[src/rtl/core/sqi_scan.sv]
// Serpentine pick: next non-empty queue from the cursor, reversing at the end.
module sqi_scan #(
	parameter int QUEUES = 16,
	parameter int QW     = 4
) (
	input  logic [QUEUES-1:0] flags,
	input  logic signed [QW:0] cursor,
	input  logic              going_down,
	output logic              found,
	output logic [QW-1:0]     pick,
	output logic              down_next
);

	logic          any_up, any_dn, any_all;
	logic [QW-1:0] lo_up, hi_dn, lo_all, hi_all;

	always_comb begin
		any_up  = 1'b0;
		any_dn  = 1'b0;
		any_all = 1'b0;
		lo_up   = '0;
		hi_dn   = '0;
		lo_all  = '0;
		hi_all  = '0;
		// descending pass: last hit is the lowest index
		for (int i = QUEUES - 1; i >= 0; i--) begin
			if (flags[i]) begin
				lo_all  = QW'(i);
				any_all = 1'b1;
				if (i > int'(cursor)) begin
					lo_up  = QW'(i);
					any_up = 1'b1;
				end
			end
		end
		// ascending pass: last hit is the highest index
		for (int i = 0; i < QUEUES; i++) begin
			if (flags[i]) begin
				hi_all = QW'(i);
				if (i < int'(cursor)) begin
					hi_dn  = QW'(i);
					any_dn = 1'b1;
				end
			end
		end

		found = any_all;
		if (!going_down) begin
			pick      = any_up ? lo_up : hi_all;
			down_next = !any_up;
		end else begin
			pick      = any_dn ? hi_dn : lo_all;
			down_next = any_dn;
		end
	end

endmodule

[config.mk]
export PLATFORM = sky130hd
export DESIGN_NAME = sqi_scan
export DESIGN_NICKNAME = d
export VERILOG_FILES = /design/src/rtl/core/sqi_scan.sv
export SDC_FILE = /design/constraint.sdc
export NUM_CORES = 1
export LEC_CHECK = 0
export ABC_CLOCK_PERIOD_IN_PS = 1720
export BUFFER_PORTS_ARGS = -buffer_cell sky130_fd_sc_hd__buf_2
export CORE_MARGIN = 3
export CORE_UTILIZATION = 50
export DETAILED_ROUTE_END_ITERATION = 6
export PLACE_DENSITY = 0.78
export SLEW_MARGIN = 40
export SYNTH_ARGS = -nofsm -noshare
export SYNTH_HDL_FRONTEND = slang
export SYNTH_SLANG_ARGS = --single-unit
[constraint.sdc]
create_clock -name vclk -period 1.72
set_input_delay 0.086 -clock vclk [all_inputs]
set_output_delay 0.086 -clock vclk [all_outputs]
set_load 0.02 [all_outputs]
==> Word-level counts from Yosys, hierarchy flattened <==
Index checks and enable logic that the tools add are counted.
{ "word_totals": {"latch_bits": 0, "rom_bits": 0, "ramBits": 0, "register_bits": 0, "memories": 0} }
{ "classes": {"n_mul": 0, "shifts": 0, "n_div": 0, "n_addsub": 0, "order_cmp": 32, "muxes": 177, "n_bitwise": 0, "n_reduce_logical": 1, "n_eq_ne": 0} }
{ "op_table": {"columns": ["cell", "n"], "rows": [
  ["$mux 4", 93],
  ["$mux 1", 84],
  ["$gt 5x5->1 const A", 8],
  ["$lt 5x5->1 const A", 8],
  ["$gt 4x5->1 const A", 4],
  ["$lt 4x5->1 const A", 4],
  ["$gt 3x5->1 const A", 2],
  ["$lt 3x5->1 const A", 2],
  ["$gt 1x5->1 const A", 1],
  ["$gt 2x5->1 const A", 1],
  ["$lt 1x5->1 const A", 1],
  ["$lt 2x5->1 const A", 1],
  ["$logic_not 1->1", 1]
]} }

==> Longest topological paths before layout <==
{ "depth": {"ltp_word": 35, "ltp_mapped": 9, "depth_no_buf": 7} }

==> Worst setup path after synthesis <==
OpenSTA, ideal clock, no wires.
{ "synth_path": {"path_kind": "in2out", "start": "input cursor[4]", "end": "output pick[1]", "arrival_ns": 1.623, "slack_ns": 0.011, "cell_stages": 9, "required_ns": 1.634, "path_buffers": 2, "path_cell_list": "buf_6 > nand2b_1 > buf_6 > nor3_2 > and4bb_4 > nand4_4 > nor4_1 > o31a_1 > a311o_1"} }
{ "synth_between": {"elab_chain_len": 35} }
{ "synth_lines": {"columns": ["item", "line", "text"], "rows": [
  ["from (decl)", "7", "input logic signed [QW:0] cursor,"],
  ["$gt 5x5->1 or $lt 1x5->1 (tied branches)", "30, 40", null],
  ["$mux 4, or another cell as far along", "30", "if (i > int'(cursor)) begin"],
  ["$mux 4, or another cell as far along", "27", "if (flags[i]) begin"],
  ["$mux 4, or another cell as far along", "30", null],
  ["$mux 4, or another cell as far along", "27", null],
  ["$mux 4, or another cell as far along", "30", null],
  ["$mux 4, or another cell as far along", "27", null],
  ["$mux 4, or another cell as far along", "30", null],
  ["[... 19 more ...]", null, null],
  ["$mux 4, or another cell as far along", "30", null],
  ["$mux 4, or another cell as far along", "27", null],
  ["$mux 4, or another cell as far along", "30", null],
  ["$mux 4, or another cell as far along", "27", null],
  ["$mux 4, or another cell as far along", "30", null],
  ["$mux 4, or another cell as far along", "27", null],
  ["$mux 4, on equally long branches", "49, 52", null],
  ["$mux 4 (*)", "48", "if (!going_down) begin"],
  ["to (decl)", "10", "output logic [QW-1:0] pick,"]
]} }
Mark *: on every way between the ends. The rest lies on a longest branch, timed or not.

==> Worst setup path after layout <==
Same ends and word-level chain as after synthesis.

==> impl_metrics.csv <==
group,metric,value,unit
worst_setup_path,crit_fanout,6,
worst_setup_path,worst-endpoint-arrival,1.81,ns
worst_setup_path,path_cells,"buf_8 > nand4b_1 > a22o_1 > o2111ai_1 > a41o_1 > nand3_1 > a311o_1 > buf_6",
placement,placed_area,1630,µm²
placement,port_buffers,28,
pwr,p_clk_share,0,%
synth,netlist.top_cell.by_area,"nor2_1",
synth,synth_top_area_share,8.85,%
synth,synth_compound_area_share,48.2,%
detailed_routing,drt-vias-per-instance,7.02,
global_routing,grt_overflow,0,
worst_setup_path,startpoint_type,"input pin",
placement,pre_cts_ws,-0.400,ns
global_routing,grt_pass1_vias,1596,
synth,yosysSeqAreaShare,0,%
pwr,p_per_area,299,nW/µm²
timing,min_period_over_period,110,%
timing,tightest_slew,0.381,ns
timing,max_freq,0.527,GHz
layout,utilization,88.2,%
die,die_area,3000,µm²
detailed_routing,wl,5.90,mm
global_routing,grt_pass1_wl,7.22,mm
hold_path,holdCritPathClass,"in2out",
die,die_h,54.7,µm
pwr,switching_share,53.6,%
pwr,comb_power_share,100.0,%
die,die_x,54.7,µm
hold_path,hold_depth,4,
synth,ys_types,54,
global_routing,grt.total_usage,33.0,%
synth,synthXorXnorAreaFrac,0,%
synth,synth_area,1190,µm²
detailed_routing,dr.pass1.iters,5,
layout,drive_gt1_share,43.8,%
timing,rsz0062_at_grt,"true",
die,start_util,53.2,%
global_routing,grt_antenna_before_repair,0,
layout,nNetsFinal,291,
timing,setup_viol,3,
timing,finalCriticalPeriod,1.90,ns
layout,finalInstanceArea,1970,µm²
layout,layout-area-overhead-vs-synth,65.9,%
pwr,pwr-share-seq,0,%
synth,ys_warn_count,0,
layout,clock_buffers,0,
synth,synth_top_family_by_area,"compound AO/OA/AOI/OAI gates",
synth,synthTopCellsByArea,"nor2_1 8.9%, a21oi_1 6.7%, o21ai_0 6.7%",
synth,syn_area_per_cell,6.03,µm²
pwr,leakage,0.846,nW
global_routing,grt_max_degree,15,
die,fp-row-count,17,
synth,synth_fa_ha_area_share,0,%
layout,seq_cell_count,0,
die,design.core.area,2230,µm²
layout,instances_no_fill,295,
pwr,p_int,0.274,mW
layout,fill_cells,113,
pwr,vdd.ir_drop.worst,0.000220,V
detailed_routing,routedWlPerCell,20.0,µm
worst_setup_path,cpPeakStageDelay,0.38,ns
die,pin_count,28,
detailed_routing,drtIter0Drc,168,
timing,slew_viol_final,0,
job,maxCapViolations,0,
pwr,power,0.590,mW
synth,synth_mux_area_share,0.948,%
placement,hpwl,3.74,mm
timing,fin_ws,-0.178,ns
run_status,violations,"setup timing",
synth,synthCells,197,
cts,cts_hold_buf,0,
synth,yosys.area_share.simple,40.5,%
worst_setup_path,worst_setup_path_end_kind,"output port",
placement,dp.cells,288,
timing,hold_viol,0,
synth,syn-num-nets,219,
worst_setup_path,cp.required,1.63,ns
pwr,p_switching,0.316,mW
worst_setup_path,crit_slowest_cell,"a311o_1",
worst_setup_path,critPathKind,"in2out",
timing,whs,0.594,ns
layout,antenna_cells,0,
layout,seqCellArea,0,µm²
run_status,status,"complete, but fails checks",
placement,globalplace.congestion,0.992,
detailed_routing,drtAntennaViolNets,0,
timing,finalSetupTns,-0.255,ns
layout,multi_input_area,1200,µm²
detailed_routing,drc,0,
timing,slew_headroom,73.9,%
detailed_routing,num_vias,2071,
## worst max-delay path: cells and delay by family
kind | cells | cell delay, ns
AO/OA/AOI/OAI | 4 | 1.09
buffers and inverters | 2 | 0.25
AND/OR/NAND/NOR | 2 | 0.37
## layer usage
layer / global-route usage, % / vias to the layer above / part of all wire (%)
met5: 0 / - / 0
met4: 10.4 / 0 / 6.4
met3: 4.63 / 56 / 12
met2: 57.1 / 188 / 47
met1: 41.3 / 932 / 35
li1: - / 895 / -
## what timing repair did
item	4_1_cts	5_1_grt
pin swaps	10	13
cloned	0	2
endpoints found under the setup margin	4	5
resized for setup	29	33
setup buffers	1	4
## power by group through the flow
stage | clock network (mW) | registers, mW | logic, mW
2_1_floorplan | 0 | 0 | 0.260
3_3_place_gp | 0 | 0 | 0.441
3_5_place_dp | 0 | 0 | 0.447
4_1_cts | 0 | 0 | 0.490
5_1_grt | 0 | 0 | 0.623
6_report | 0 | 0 | 0.590
## logic make-up after synthesis
group,after synthesis
multiplexers,1
AO/OA/AOI/OAI,86
AND/OR/NAND/NOR,89
buffers and inverters,21
## path summary, 6_finish.rpt
kind	start	end	slack [ns]
max	cursor[4]	pick[1]	-0.18
min	going_down	down_next	0.59
## synthesized netlist by cell type, types with 2 or more instances
cell type / count
o21a_1: 2
o21ai_0: 16
nor3_1: 4
clkbuf_1: 5
nand3_1: 7
a221oi_1: 2
o32a_1: 2
buf_6: 3
buf_2: 3
nor4_1: 5
a211oi_1: 4
o2111ai_1: 2
nand2_1: 19
nand4_1: 2
nand2b_1: 8
a21boi_0: 3
inv_1: 7
nor2_1: 28
a21oi_1: 16
o22ai_1: 4
o31a_1: 5
and3_1: 4
buf_4: 2
o31ai_1: 3
o21ai_1: 12
## cell usage in the layout (no fill, tap or decap), types with 2 or more instances in the layout
cell / synthesis / routed
o21ai_0: 16 / 15
buf_4: 2 / 47
buf_6: 3 / 8
a21oi_1: 16 / 12
nand4_1: 2 / 2
o31a_1: 5 / 5
nor3_1: 4 / 4
o21ai_2: 1 / 4
a21boi_0: 3 / 2
a211oi_1: 4 / 4
o31ai_1: 3 / 3
o22ai_1: 4 / 4
nor4_2: 1 / 4
o21a_1: 2 / 2
o21ai_1: 12 / 9
nand3_1: 7 / 6
buf_12: 0 / 2
buf_2: 3 / 20
o32a_1: 2 / 2
a21oi_2: 1 / 4
nand2_2: 1 / 3
clkbuf_16: 0 / 2
buf_8: 1 / 5
nand2b_1: 8 / 7
inv_1: 7 / 7
and3_1: 4 / 4
nor2_1: 28 / 27
nand2_1: 19 / 17
## cell type report
type,instances,share of cell area [%]
tap,28,1.78
inverter,7,1.33
timing repair buffer,84,36.0
multi-input combinational,176,60.9
No activity file was read; power rests on OpenSTA's default activity.
